**src/hw/rtl/pwq_pkg.sv**
```systemverilog
`default_nettype none

package pwq_pkg;

   // Default geometry of the wait queue.
   localparam int QUEUE_DEPTH_DEF    = 32;
   localparam int WAITER_ID_BITS_DEF = 8;

   // Fixed payload widths.
   localparam int PRI_W  = 8;
   localparam int CHAN_W = 32;

   // Request codes.
   typedef enum logic [2:0] {
      REQ_INSERT        = 3'd0,
      REQ_WAKE_HEAD     = 3'd1,
      REQ_WAKE_ALL      = 3'd2,
      REQ_UNSLEEP       = 3'd3,
      REQ_DEQUEUE       = 3'd4,
      REQ_WAKE_ONE_CHAN = 3'd5,
      REQ_WAKE_ALL_CHAN = 3'd6
   } req_kind_type;

   // Result status codes.
   typedef enum logic [1:0] {
      STATUS_OK    = 2'd0,
      STATUS_EMPTY = 2'd1,
      STATUS_FULL  = 2'd2
   } status_type;

   // Sequencer states.
   typedef enum logic [2:0] {
      ST_IDLE,
      ST_INS,
      ST_INS_HEAD,
      ST_RM,
      ST_FINAL
   } state_type;

endpackage

`default_nettype wire

```
**src/hw/rtl/priority_wait_queue_core.sv**
```systemverilog
`default_nettype none
// Rejected inserts and inserts into an empty queue are answered from idle; other inserts read from
// the tail toward the head, shifting lower-priority waiters down. A removal sweeps every held
// waiter and streams its removals out; an empty queue goes straight to the final result.
// Throughput: one request at a time; busy stays high while the slot memory is swept and drops
// as the final result is strobed. Reset: synchronous; clears the sequencer, fill count and valid
// flags. Results are single-cycle strobes on rsp_valid; the receiver cannot stall them.
module priority_wait_queue_core #(
   parameter int QUEUE_DEPTH    = pwq_pkg::QUEUE_DEPTH_DEF,
   parameter int WAITER_ID_BITS = pwq_pkg::WAITER_ID_BITS_DEF
) (
   input  wire logic                               clock,
   input  wire logic                               reset,
   input  wire logic                               start,
   output logic                                    busy,
   input  wire logic [2:0]                         req_type,
   input  wire logic [WAITER_ID_BITS-1:0]          req_waiter_id,
   input  wire logic [pwq_pkg::PRI_W-1:0]          req_priority_req,
   input  wire logic [pwq_pkg::CHAN_W-1:0]         req_wait_channel,
   input  wire logic                               req_object_wait,
   output logic                                    rsp_valid,
   output logic [WAITER_ID_BITS-1:0]               rsp_waiter_id_res,
   output logic                                    rsp_found,
   output logic                                    rsp_woken,
   output logic [1:0]                              rsp_status,
   output logic                                    rsp_last,
   output logic [$clog2(QUEUE_DEPTH+1)-1:0]        rsp_occupancy
);
   import pwq_pkg::*;

   localparam int CNT_W = $clog2(QUEUE_DEPTH + 1);
   localparam int IDX_W = $clog2(QUEUE_DEPTH);
   localparam int ID_W  = WAITER_ID_BITS;

   // Sequencer and queue bookkeeping.
   state_type          state_ff, state_in;
   logic [CNT_W-1:0]   fill_ff, fill_in;
   logic [CNT_W-1:0]   pos_ff, pos_in;
   logic [CNT_W-1:0]   end_ff, end_in;
   logic [CNT_W-1:0]   wr_ptr_ff, wr_ptr_in;
   logic               matched_ff, matched_in;
   logic               pend_valid_ff, pend_valid_in;
   logic [ID_W-1:0]    pend_id_ff, pend_id_in;
   logic [CNT_W-1:0]   pend_occ_ff, pend_occ_in;

   // Captured request.
   req_kind_type       kind_ff, kind_in;
   logic [ID_W-1:0]    id_ff, id_in;
   logic [PRI_W-1:0]   pri_ff, pri_in;
   logic [CHAN_W-1:0]  chan_ff, chan_in;
   logic               obj_ff, obj_in;

   // Result register.
   logic               rsp_valid_ff, rsp_valid_in;
   logic [ID_W-1:0]    rsp_id_ff, rsp_id_in;
   logic               rsp_found_ff, rsp_found_in;
   logic               rsp_woken_ff, rsp_woken_in;
   logic [1:0]         rsp_status_ff, rsp_status_in;
   logic               rsp_last_ff, rsp_last_in;
   logic [CNT_W-1:0]   rsp_occ_ff, rsp_occ_in;

   // Slot memory ports.
   logic [ID_W-1:0]    mem_waiter [QUEUE_DEPTH];
   logic [PRI_W-1:0]   mem_pri    [QUEUE_DEPTH];
   logic [CHAN_W-1:0]  mem_chan   [QUEUE_DEPTH];
   logic               mem_obj    [QUEUE_DEPTH];
   logic               mem_we;
   logic [IDX_W-1:0]   mem_waddr;
   logic [ID_W-1:0]    mem_wid;
   logic [PRI_W-1:0]   mem_wpri;
   logic [CHAN_W-1:0]  mem_wchan;
   logic               mem_wobj;
   logic               rd_en;
   logic [IDX_W-1:0]   rd_addr;
   logic               rd_valid_ff, rd_valid_in;
   logic [IDX_W-1:0]   rd_idx_ff;
   logic [ID_W-1:0]    rd_id_ff;
   logic [PRI_W-1:0]   rd_pri_ff;
   logic [CHAN_W-1:0]  rd_chan_ff;
   logic               rd_obj_ff;

   logic               chan_hit;
   logic               hit;
   logic               accept;

   assign accept = start && (state_ff == ST_IDLE);
   assign busy   = (state_ff != ST_IDLE);

   // Slot memory: one write port and one registered read port.
   always_ff @(posedge clock) begin
      if (mem_we) begin
         mem_waiter[mem_waddr] <= mem_wid;
         mem_pri[mem_waddr]    <= mem_wpri;
         mem_chan[mem_waddr]   <= mem_wchan;
         mem_obj[mem_waddr]    <= mem_wobj;
      end
      if (rd_en) begin
         rd_idx_ff  <= rd_addr;
         rd_id_ff   <= mem_waiter[rd_addr];
         rd_pri_ff  <= mem_pri[rd_addr];
         rd_chan_ff <= mem_chan[rd_addr];
         rd_obj_ff  <= mem_obj[rd_addr];
      end
   end

   // Match test for the slot just read during a removal sweep.
   assign chan_hit = (rd_chan_ff == chan_ff) && !rd_obj_ff;

   always_comb begin
      unique case (kind_ff)
         REQ_WAKE_HEAD:     hit = !matched_ff;
         REQ_WAKE_ALL:      hit = 1'b1;
         REQ_UNSLEEP,
         REQ_DEQUEUE:       hit = !matched_ff && (rd_id_ff == id_ff);
         REQ_WAKE_ONE_CHAN: hit = !matched_ff && chan_hit;
         REQ_WAKE_ALL_CHAN: hit = chan_hit;
         default:           hit = 1'b0;
      endcase
   end

   // Sequencer: next state, memory accesses and results.
   always_comb begin
      state_in      = state_ff;
      fill_in       = fill_ff;
      pos_in        = pos_ff;
      end_in        = end_ff;
      wr_ptr_in     = wr_ptr_ff;
      matched_in    = matched_ff;
      pend_valid_in = pend_valid_ff;
      pend_id_in    = pend_id_ff;
      pend_occ_in   = pend_occ_ff;
      kind_in       = kind_ff;
      id_in         = id_ff;
      pri_in        = pri_ff;
      chan_in       = chan_ff;
      obj_in        = obj_ff;
      rsp_valid_in  = 1'b0;
      rsp_id_in     = rsp_id_ff;
      rsp_found_in  = rsp_found_ff;
      rsp_woken_in  = rsp_woken_ff;
      rsp_status_in = rsp_status_ff;
      rsp_last_in   = rsp_last_ff;
      rsp_occ_in    = rsp_occ_ff;
      mem_we        = 1'b0;
      mem_waddr     = '0;
      mem_wid       = id_ff;
      mem_wpri      = pri_ff;
      mem_wchan     = chan_ff;
      mem_wobj      = obj_ff;
      rd_en         = 1'b0;
      rd_addr       = '0;

      unique case (state_ff)
         ST_IDLE: begin
            if (accept) begin
               kind_in       = req_kind_type'(req_type);
               id_in         = req_waiter_id;
               pri_in        = req_priority_req;
               chan_in       = req_wait_channel;
               obj_in        = req_object_wait;
               matched_in    = 1'b0;
               pend_valid_in = 1'b0;
               pos_in        = '0;
               wr_ptr_in     = '0;
               end_in        = fill_ff;
               unique case (req_kind_type'(req_type))
                  REQ_INSERT: begin
                     if (fill_ff == CNT_W'(QUEUE_DEPTH)) begin
                        // Full: reject and leave the queue alone.
                        rsp_valid_in  = 1'b1;
                        rsp_id_in     = req_waiter_id;
                        rsp_found_in  = 1'b0;
                        rsp_woken_in  = 1'b0;
                        rsp_status_in = STATUS_FULL;
                        rsp_last_in   = 1'b1;
                        rsp_occ_in    = fill_ff;
                     end else if (fill_ff == '0) begin
                        // Empty: the new waiter becomes the head at once.
                        mem_we        = 1'b1;
                        mem_waddr     = '0;
                        mem_wid       = req_waiter_id;
                        mem_wpri      = req_priority_req;
                        mem_wchan     = req_wait_channel;
                        mem_wobj      = req_object_wait;
                        fill_in       = fill_ff + CNT_W'(1);
                        rsp_valid_in  = 1'b1;
                        rsp_id_in     = req_waiter_id;
                        rsp_found_in  = 1'b1;
                        rsp_woken_in  = 1'b0;
                        rsp_status_in = STATUS_OK;
                        rsp_last_in   = 1'b1;
                        rsp_occ_in    = fill_ff + CNT_W'(1);
                     end else begin
                        pos_in   = fill_ff;
                        state_in = ST_INS;
                     end
                  end
                  REQ_WAKE_HEAD, REQ_WAKE_ALL, REQ_UNSLEEP, REQ_DEQUEUE,
                  REQ_WAKE_ONE_CHAN, REQ_WAKE_ALL_CHAN: begin
                     state_in = (fill_ff == '0) ? ST_FINAL : ST_RM;
                  end
                  default: begin
                     // Unused request code: accepted and dropped.
                  end
               endcase
            end
         end

         ST_INS: begin
            // Read from the tail toward the head, one slot a cycle.
            if (pos_ff != '0) begin
               rd_en   = 1'b1;
               rd_addr = IDX_W'(pos_ff - CNT_W'(1));
               pos_in  = pos_ff - CNT_W'(1);
            end
            if (rd_valid_ff) begin
               mem_we    = 1'b1;
               mem_waddr = rd_idx_ff + IDX_W'(1);
               if (pri_ff > rd_pri_ff) begin
                  // Shift this slot one place down and keep looking.
                  mem_wid   = rd_id_ff;
                  mem_wpri  = rd_pri_ff;
                  mem_wchan = rd_chan_ff;
                  mem_wobj  = rd_obj_ff;
                  if (rd_idx_ff == '0) begin
                     state_in = ST_INS_HEAD;
                  end
               end else begin
                  // New waiter goes right behind this slot.
                  fill_in       = fill_ff + CNT_W'(1);
                  rsp_valid_in  = 1'b1;
                  rsp_id_in     = id_ff;
                  rsp_found_in  = 1'b1;
                  rsp_woken_in  = 1'b0;
                  rsp_status_in = STATUS_OK;
                  rsp_last_in   = 1'b1;
                  rsp_occ_in    = fill_ff + CNT_W'(1);
                  state_in      = ST_IDLE;
               end
            end
         end

         ST_INS_HEAD: begin
            mem_we        = 1'b1;
            mem_waddr     = '0;
            fill_in       = fill_ff + CNT_W'(1);
            rsp_valid_in  = 1'b1;
            rsp_id_in     = id_ff;
            rsp_found_in  = 1'b1;
            rsp_woken_in  = 1'b0;
            rsp_status_in = STATUS_OK;
            rsp_last_in   = 1'b1;
            rsp_occ_in    = fill_ff + CNT_W'(1);
            state_in      = ST_IDLE;
         end

         ST_RM: begin
            // Sweep from the head; kept slots are packed down at wr_ptr.
            if (pos_ff < end_ff) begin
               rd_en   = 1'b1;
               rd_addr = pos_ff[IDX_W-1:0];
               pos_in  = pos_ff + CNT_W'(1);
            end
            if (rd_valid_ff) begin
               if (hit) begin
                  // A removal is held back one match so its last flag is known.
                  fill_in    = fill_ff - CNT_W'(1);
                  matched_in = 1'b1;
                  if (pend_valid_ff) begin
                     rsp_valid_in  = 1'b1;
                     rsp_id_in     = pend_id_ff;
                     rsp_found_in  = 1'b1;
                     rsp_woken_in  = (kind_ff != REQ_DEQUEUE);
                     rsp_status_in = STATUS_OK;
                     rsp_last_in   = 1'b0;
                     rsp_occ_in    = pend_occ_ff;
                  end
                  pend_valid_in = 1'b1;
                  pend_id_in    = rd_id_ff;
                  pend_occ_in   = fill_ff - CNT_W'(1);
               end else begin
                  mem_we    = 1'b1;
                  mem_waddr = wr_ptr_ff[IDX_W-1:0];
                  mem_wid   = rd_id_ff;
                  mem_wpri  = rd_pri_ff;
                  mem_wchan = rd_chan_ff;
                  mem_wobj  = rd_obj_ff;
                  wr_ptr_in = wr_ptr_ff + CNT_W'(1);
               end
               if (CNT_W'(rd_idx_ff) + CNT_W'(1) == end_ff) begin
                  state_in = ST_FINAL;
               end
            end
         end

         ST_FINAL: begin
            rsp_valid_in = 1'b1;
            rsp_last_in  = 1'b1;
            if (pend_valid_ff) begin
               rsp_id_in     = pend_id_ff;
               rsp_found_in  = 1'b1;
               rsp_woken_in  = (kind_ff != REQ_DEQUEUE);
               rsp_status_in = STATUS_OK;
               rsp_occ_in    = pend_occ_ff;
            end else begin
               // Nothing removed: named removals echo the identifier.
               rsp_id_in     = (kind_ff == REQ_UNSLEEP || kind_ff == REQ_DEQUEUE) ?
                               id_ff : '0;
               rsp_found_in  = 1'b0;
               rsp_woken_in  = 1'b0;
               rsp_status_in = STATUS_EMPTY;
               rsp_occ_in    = fill_ff;
            end
            pend_valid_in = 1'b0;
            state_in      = ST_IDLE;
         end

         default: begin
            state_in = ST_IDLE;
         end
      endcase
   end

   assign rd_valid_in = rd_en;

   // Control registers.
   always_ff @(posedge clock) begin
      if (reset) begin
         state_ff      <= ST_IDLE;
         fill_ff       <= '0;
         pend_valid_ff <= 1'b0;
         rd_valid_ff   <= 1'b0;
         rsp_valid_ff  <= 1'b0;
      end else begin
         state_ff      <= state_in;
         fill_ff       <= fill_in;
         pend_valid_ff <= pend_valid_in;
         rd_valid_ff   <= rd_valid_in;
         rsp_valid_ff  <= rsp_valid_in;
      end
   end

   // Payload and working registers.
   always_ff @(posedge clock) begin
      pos_ff        <= pos_in;
      end_ff        <= end_in;
      wr_ptr_ff     <= wr_ptr_in;
      matched_ff    <= matched_in;
      pend_id_ff    <= pend_id_in;
      pend_occ_ff   <= pend_occ_in;
      kind_ff       <= kind_in;
      id_ff         <= id_in;
      pri_ff        <= pri_in;
      chan_ff       <= chan_in;
      obj_ff        <= obj_in;
      rsp_id_ff     <= rsp_id_in;
      rsp_found_ff  <= rsp_found_in;
      rsp_woken_ff  <= rsp_woken_in;
      rsp_status_ff <= rsp_status_in;
      rsp_last_ff   <= rsp_last_in;
      rsp_occ_ff    <= rsp_occ_in;
   end

   assign rsp_valid         = rsp_valid_ff;
   assign rsp_waiter_id_res = rsp_id_ff;
   assign rsp_found         = rsp_found_ff;
   assign rsp_woken         = rsp_woken_ff;
   assign rsp_status        = rsp_status_ff;
   assign rsp_last          = rsp_last_ff;
   assign rsp_occupancy     = rsp_occ_ff;

   // The fill count never passes the queue depth.
   a_fill_bound: assert property (@(posedge clock) disable iff (reset)
      fill_ff <= CNT_W'(QUEUE_DEPTH))
      else $error("fill count above queue depth");

   // A rejected insert is only reported when the queue is full.
   a_full_occ: assert property (@(posedge clock) disable iff (reset)
      (rsp_valid_ff && rsp_status_ff == STATUS_FULL) |-> rsp_occ_ff == CNT_W'(QUEUE_DEPTH))
      else $error("full status with free slots");

   // Compaction never writes ahead of the slot being read.
   a_compact: assert property (@(posedge clock) disable iff (reset)
      (state_ff == ST_RM && mem_we) |-> wr_ptr_ff <= CNT_W'(rd_idx_ff))
      else $error("compaction write overtook the read sweep");

   // A result that removes or inserts nothing always closes its request.
   a_notfound_last: assert property (@(posedge clock) disable iff (reset)
      (rsp_valid_ff && !rsp_found_ff) |-> rsp_last_ff)
      else $error("not-found result without last");

   // No removal is left pending once the sequencer is back to idle.
   a_pend_idle: assert property (@(posedge clock) disable iff (reset)
      (state_ff == ST_IDLE) |-> !pend_valid_ff)
      else $error("pending removal lost");

endmodule

`default_nettype wire

```
**config.mk**
```make
export PLATFORM = sky130hd
export DESIGN_NAME = priority_wait_queue_core
export DESIGN_NICKNAME = d
export VERILOG_FILES = /design/src/hw/rtl/pwq_pkg.sv /design/src/hw/rtl/priority_wait_queue_core.sv
export SDC_FILE = /design/constraint.sdc
export NUM_CORES = 2
export LEC_CHECK = 0
export BUFFER_PORTS_ARGS = -buffer_cell sky130_fd_sc_hd__buf_4
export CORE_MARGIN = 2
export CORE_UTILIZATION = 25
export CTS_CLUSTER_SIZE = 25
export DETAILED_ROUTE_END_ITERATION = 8
export PLACE_DENSITY_LB_ADDON = 0.12
export SLEW_MARGIN = 20
export SYNTH_ARGS = -nofsm -noshare
export SYNTH_HDL_FRONTEND = slang
export SYNTH_SLANG_ARGS = --single-unit
```
**constraint.sdc**
```tcl
create_clock -name clock -period 11.6 [get_ports clock]
set_clock_uncertainty 0.05 [all_clocks]
set_input_delay 0.58 -clock clock [delete_from_list [all_inputs] [get_ports clock]]
set_output_delay 0.58 -clock clock [all_outputs]
set_load 0.01 [all_outputs]
```
Yosys cells after proc, flatten, opt, wreduce, memory -nomap -nowiden --
Memory sizes are Yosys's and may differ from the RTL's. A register that Yosys moved wholly into a read port is not among the register bits. Cells that the tools add are included.
Storage, ports and cells: bits in writable memories 1568, input bits 55, bits in registers 121, logic and storage cells 268, output and inout bits 21, memories 4
Memories:
- mem_chan | depth 32, bits a word 32, rd ports 1, clocked after Yosys merged registers in 1, wr ports 1, RTL line priority_wait_queue_core.sv:65 | logic [CHAN_W-1:0] mem_chan [QUEUE_DEPTH];
- mem_pri | depth 32, bits a word 8, rd ports 1, clocked after Yosys merged registers in 1, wr ports 1, RTL line priority_wait_queue_core.sv:64 | logic [PRI_W-1:0] mem_pri [QUEUE_DEPTH];
- mem_waiter | depth 32, bits a word 8, rd ports 1, clocked after Yosys merged registers in 1, wr ports 1, RTL line priority_wait_queue_core.sv:63 | logic [ID_W-1:0] mem_waiter [QUEUE_DEPTH];
- mem_obj | depth 32, bits a word 1, rd ports 1, clocked after Yosys merged registers in 1, wr ports 1, RTL line priority_wait_queue_core.sv:66 | logic mem_obj [QUEUE_DEPTH];
Cells by class: multiplexer cells 161, reduce and logical (&&, ||, !) cells 32, equal/unequal tests 39, add/subtract/negate cells 7, order comparisons 2
Operator list (number):
- 32-bit two-way mux | 8
- 8-bit two-way mux | 27
- 6-bit two-way mux | 24
- 32-bit one-hot mux with 3 select lines | 1
- 1-bit two-way mux | 56
- 8-bit one-hot mux with 3 select lines | 2
- 8-bit one-hot mux with 5 select lines | 1
- 32-bit equality test | 1
- 6-bit one-hot mux with 5 select lines | 1
- 3-bit two-way mux | 9
- 9-bit AND reduction | 3
- 5-bit two-way mux | 5
- 6-bit one-hot mux with 4 select lines | 1
- 2-bit != test (second input constant) | 11
- 3-bit equality test (second input constant) | 7
- 5-bit one-hot mux with 2 select lines | 2
- 6-bit by 1-bit adder with 6-bit output (second input constant) | 3
- 3-bit by 2-bit equality test with 1-bit output (second input constant) | 6
- 2-bit two-way mux | 9
- 6-bit one-hot mux with 3 select lines | 1
- 4-bit AND reduction | 4
- 1-bit one-hot mux with 5 select lines | 3
- 3-bit != test (second input constant) | 4
- 1-bit one-hot mux with 4 select lines | 3
- 33 further kinds | 49

Longest topological paths before layout --
depth in word-level cells 9, mapped depth 15, mapped depth without buffers 11

Worst setup path before layout --
OpenSTA, ideal clock, no wires.
kind reg-to-reg, start point reg chan_ff[1], end point mem mem_chan[19][0] (enable), arrival 7.201 ns, setup time 0.594 ns, data required time 10.956 ns, slack 3.755 ns, buffers on the path 1, cell stages (with the launch flop) 9, path through edfxtp_1 xor2_1 nor4_1 nand4_1 or4_4 and2_1 buf_6 a41oi_4 nor4b_1
Between the ends: longest elaborated chain between the ends 9, elaborated cells between the ends (all ways) 12, those cells by class 1 x eq/ne; 9 x mux; 2 x reduce/logical
Ends and longest elaborated chain:
- from (decl) | RTL line priority_wait_queue_core.sv:50 | logic [CHAN_W-1:0] chan_ff, chan_in;
- from (signal assigned) | RTL line priority_wait_queue_core.sv:354 | chan_ff <= chan_in;
- 32-bit equality test * | RTL line priority_wait_queue_core.sv:107 | assign chan_hit = (rd_chan_ff == chan_ff) && !rd_obj_ff;
- 1-bit logical AND * | RTL line priority_wait_queue_core.sv:107
- 1-bit logical AND | RTL line priority_wait_queue_core.sv:115 | REQ_WAKE_ONE_CHAN: hit = !matched_ff && chan_hit;
- 1-bit one-hot mux with 5 select lines * | RTL line priority_wait_queue_core.sv:110 | unique case (kind_ff)
- 1-bit two-way mux | RTL line priority_wait_queue_core.sv:265 | if (hit) begin
- 1-bit two-way mux | RTL line priority_wait_queue_core.sv:264 | if (rd_valid_ff) begin
- 1-bit one-hot mux with 4 select lines | RTL line priority_wait_queue_core.sv:153 | unique case (state_ff)
- 1-bit two-way mux | RTL line priority_wait_queue_core.sv:91 | if (mem_we) begin
- 1-bit two-way mux (not written as such) | RTL line priority_wait_queue_core.sv:94 | mem_chan[mem_waddr] <= mem_wchan;
- to (decl) | RTL line priority_wait_queue_core.sv:65
Mark *: on every way between the ends. The rest lies on a longest branch, timed or not.

Worst setup path after layout --
start point reg state_ff[0], end point mem mem_chan[22][21] (enable)
Between the ends: longest elaborated chain between the ends 6, elaborated cells between the ends (all ways) 10, those cells by class 3 x eq/ne; 5 x mux; 2 x reduce/logical
Ends and longest elaborated chain:
- from (decl) | RTL line priority_wait_queue_core.sv:36 | state_type state_ff, state_in;
- from (signal assigned) | RTL line priority_wait_queue_core.sv:335 | state_ff <= state_in;
- 3-bit logical NOT | RTL line priority_wait_queue_core.sv:86, priority_wait_queue_core.sv:153
- 1-bit logical AND | RTL line priority_wait_queue_core.sv:86 | assign accept = start && (state_ff == ST_IDLE);
- 1-bit two-way mux | RTL line priority_wait_queue_core.sv:155 | if (accept) begin
- 1-bit one-hot mux with 4 select lines | RTL line priority_wait_queue_core.sv:153
- 1-bit two-way mux | RTL line priority_wait_queue_core.sv:91
- 1-bit two-way mux (not written as such) | RTL line priority_wait_queue_core.sv:94
Parallel ways exist; a longest one is shown, timed or not.

==> flow_summary_export.csv <==
group,metric,value,unit
status,status,"finished clean",
layout,layout.cell_area.non_filler,83180,um^2
clocking,h_tree_lvls,4,
synthesis,synthesis.area_per_instance,13.70,um^2
layout,most-common-layout-cells,"edfxtp_1, nand2_1, nand3_1, a21oi_1, mux2i_1",
clocking,cts_hold_buf,53,
clocking,clockBufferDepth,4,
clocking,cts.repair.resized,0,
die,floorplan.die.width,536.2,um
grt,grt_max_degree,147,
detailed_routing,dr.pass1.iters,5,
detailed_routing,routed_wire_length_per_instance,26.35,um
die,dieHeight,536.2,um
layout,areaGrowthSynthToFinish,17.45,%
power,power.switching,0.009308,W
setup_path,worst_ep_arrival_time,6.32,ns
setup_path,criticalPathCategory,"reg -> reg",
synthesis,netlist-cell-type-count,68,
detailed_routing,postRouteAntennaNets,0,
synthesis,async_reset_ff_frac,0,
layout,most_common_cell_after_layout_fill_and_taps_aside,"edfxtp_1",
sta,rsz0062_at_grt,"no",
grt,antenna_found_initial,18,
place,dp.final_hpwl,133900,um
grt,global_route_total_overflow,0,
clocking,clk_pin_slew,0.06,ns
power,seq_power_share,0.418,
detailed_routing,drt-vias-per-instance,4.867,
synthesis,synth-seq-area-share,0.7348,
place,dpl-instance-area,76560,um^2
sta,max_slew_margin_vs_limit,0.1839,
synthesis,synth-seq-cells,1737,
place,gp_routability_congestion,0.7692,
die,placement_rows,195,
place,portBuffers,75,
layout,layout-drive-gt1-share,0.1104,
setup_path,worstPathRequired,12.02,ns
clocking,cts_sinks,1737,
power,max-vdd-ir-drop,187.8,uV
setup_path,cp-end-kind,"flip-flop",
detailed_routing,drc,0,
clocking,cts-buffers-inserted,200,
sta,timing.setup.tns,0,ns
die,fp.dieArea,287600,um^2
synthesis,ys_dominant_reg_cell,"edfxtp_1",
power,power.leakage,26.75,nW
grt,grt_pass1_wl,342000,um
setup_path,cp_max_fo,54,
detailed_routing,first_iter_violations,3605,
setup_path,setup.reg_to_reg.worst_slack,5.70,ns
clocking,post-cts-setup-buffer-count,0,
sta,drv_slew,0,
grt,track_usage,0.1644,
synthesis,netlist_area,70820,um^2
sta,finalHoldViolations,0,
place,pre_cts_setup_slack,5.733,ns
clocking,clock-root-buffer,"clkbuf_16",
power,sw_frac_of_total,0.3853,
layout,n_fill_cell,28390,
clocking,tritoncts_clock_tree,"built",
layout,multi_input_comb_area,17940,um^2
synthesis,synth_enable_flop_cells,1725,
die,effective_utilization_at_floorplan,0.2511,
die,design.core.area,282000,um^2
sta,setup_ws,5.699,ns
detailed_routing,number_of_vias_in_the_routed_layout,44690,
synthesis,warning_count_from_the_yosys_run,0,
die,io-pin-count,76,
detailed_routing,routed_wl,242000,um
sta,finalCriticalPeriod,5.901,ns
sta,clock.fmax,169.5,MHz
synthesis,synthCells,5169,
run,maxCapViolations,0,
layout,register_area,52040,um^2
layout,finalNetCount,5357,
sta,max_slew.worst_pin.slew,1.214,ns
layout,final_core_utilization,0.2949,
power,power.density,290.4,nW/um^2
sta,period_share,0.5087,
sta,setup_violations,0,
synthesis,synthesis.nets,5245,
power,power_frac_comb,0.334,
clocking,clk_latency,0.89,ns
power,cellInternalPower,0.01485,W
min_path,hold_path.class,"in -> reg",
setup_path,worst_setup_path_start_kind,"flip-flop",
grt,vias_in_the_first_global_route,43610,
power,share_clk_of_total_power,0.248,
worst paths after layout:
check | startpoint | to | depth (start not counted)
worst max-delay path | state_ff[0]$_SDFFE_PP0P_ | mem_chan[22][21]$_DFFE_PP_ | 10
worst min-delay path | start | pend_valid_ff$_SDFFE_PP0P_ | 4
worst max register to register | state_ff[0]$_SDFFE_PP0P_ | mem_chan[22][21]$_DFFE_PP_ | 10
worst min register to register | pend_id_ff[4]$_DFFE_PP_ | rsp_waiter_id_res[4]$_DFFE_PP_ | 2
cell type report:
| cell class | instances | area share |
|---|---|---|
| clock inverters | 97 | 0.009041 |
| clock buffers | 251 | 0.06350 |
| multi-input cells | 3030 | 0.2156 |
| diodes | 12 | 0.0003610 |
| flip-flops and latches | 1737 | 0.6257 |
| repair buffers | 265 | 0.02726 |
| well taps | 3743 | 0.05631 |
| inverters | 47 | 0.002241 |
synthesized netlist by cell type (all sizes together) (3+ instances only):
cell | number | area, um^2
a211oi | 44 | 330.3
a21oi | 314 | 1575
a221o | 3 | 30.03
a221oi | 201 | 1760
a222oi | 8 | 80.08
a31o | 3 | 35.04
a31oi | 72 | 450.4
a32oi | 50 | 437.9
a41oi | 5 | 81.33
and3 | 13 | 81.33
buf | 128 | 683.2
clkbuf | 227 | 852.1
dfxtp | 12 | 240.2
edfxtp | 1725 | 51800
ha | 21 | 262.8
inv | 46 | 172.7
mux2i | 207 | 2072
nand2 | 1054 | 3956
nand2b | 51 | 319.1
nand3 | 432 | 2162
nand4 | 56 | 350.3
nor2 | 167 | 626.9
nor2b | 9 | 56.30
nor3 | 11 | 55.05
nor3b | 4 | 30.03
nor4 | 59 | 369.1
nor4b | 4 | 35.03
o2111ai | 49 | 429.2
o211ai | 11 | 82.58
o21a | 44 | 330.3
o21ai | 28 | 140.1
o22ai | 7 | 43.79
o311ai | 5 | 43.79
o41ai | 3 | 26.28
or3b | 4 | 35.04
xnor2 | 22 | 192.7
xor2 | 39 | 341.6
worst max-delay path, cell delays in order, from the launching register on:
cell and delay [ns]:
dfxtp_1 0.81, inv_1 0.25, nor2_1 0.34, nand2_1 0.16, inv_2 0.26, buf_4 0.67, nand2_1 0.32, o31ai_1 0.63
nand2b_1 0.39, nor2_4 0.68, buf_4 0.80
power groups by stage:
stage / Sequential, W / Combinational (W) / Clock (W)
2_1_floorplan: 0.0101 / 0.00389 / 0
4_1_cts: 0.0101 / 0.00820 / 0.00619
3_3_place_gp: 0.0102 / 0.00813 / 0
3_5_place_dp: 0.0102 / 0.00817 / 0
6_report: 0.0101 / 0.00807 / 0.00600
5_1_grt: 0.0101 / 0.00879 / 0.00638
cells by family after synthesis:
group           after synthesis  synth area share
compound gates              865           0.08510
xor+xnor                     61          0.007544
fa+ha+maj                    21          0.003710
buf+inv                     402           0.02417
flops                      1737            0.7348
mux                         208           0.02942
simple gates               1875            0.1152
registers in the layout (all words and copies together) (netlist names), 6 cells and up:
signal,cells
rd_id_ff,8
mem_waiter,256
chan_ff,32
rd_chan_ff,32
rsp_occupancy,6
end_ff,6
mem_pri,256
pend_occ_ff,6
mem_obj,32
pri_ff,8
rd_pri_ff,8
mem_chan,1024
pos_ff,6
fill_ff,6
rsp_waiter_id_res,8
pend_id_ff,8
id_ff,8
routing by layer:
layer | share of wire | GRT usage
met5 | 0 | 0
met4 | 0.017 | 0.03368
met3 | 0.042 | 0.01815
met2 | 0.45 | 0.2604
met1 | 0.49 | 0.2416
stage by stage:
stage	hold slack, ns	cells	total power [W]
after CTS	0.08461	9169	0.02447
after floorplan	0.3564	5169	0.01397
final	0.1527	9182	0.02416
after detailed placement	0.4672	8768	0.01838
after global routing	0.1406	9171	0.02530
after global placement	0.4694	8766	0.01834
Note: power is estimated with default switching activity, not from simulation.
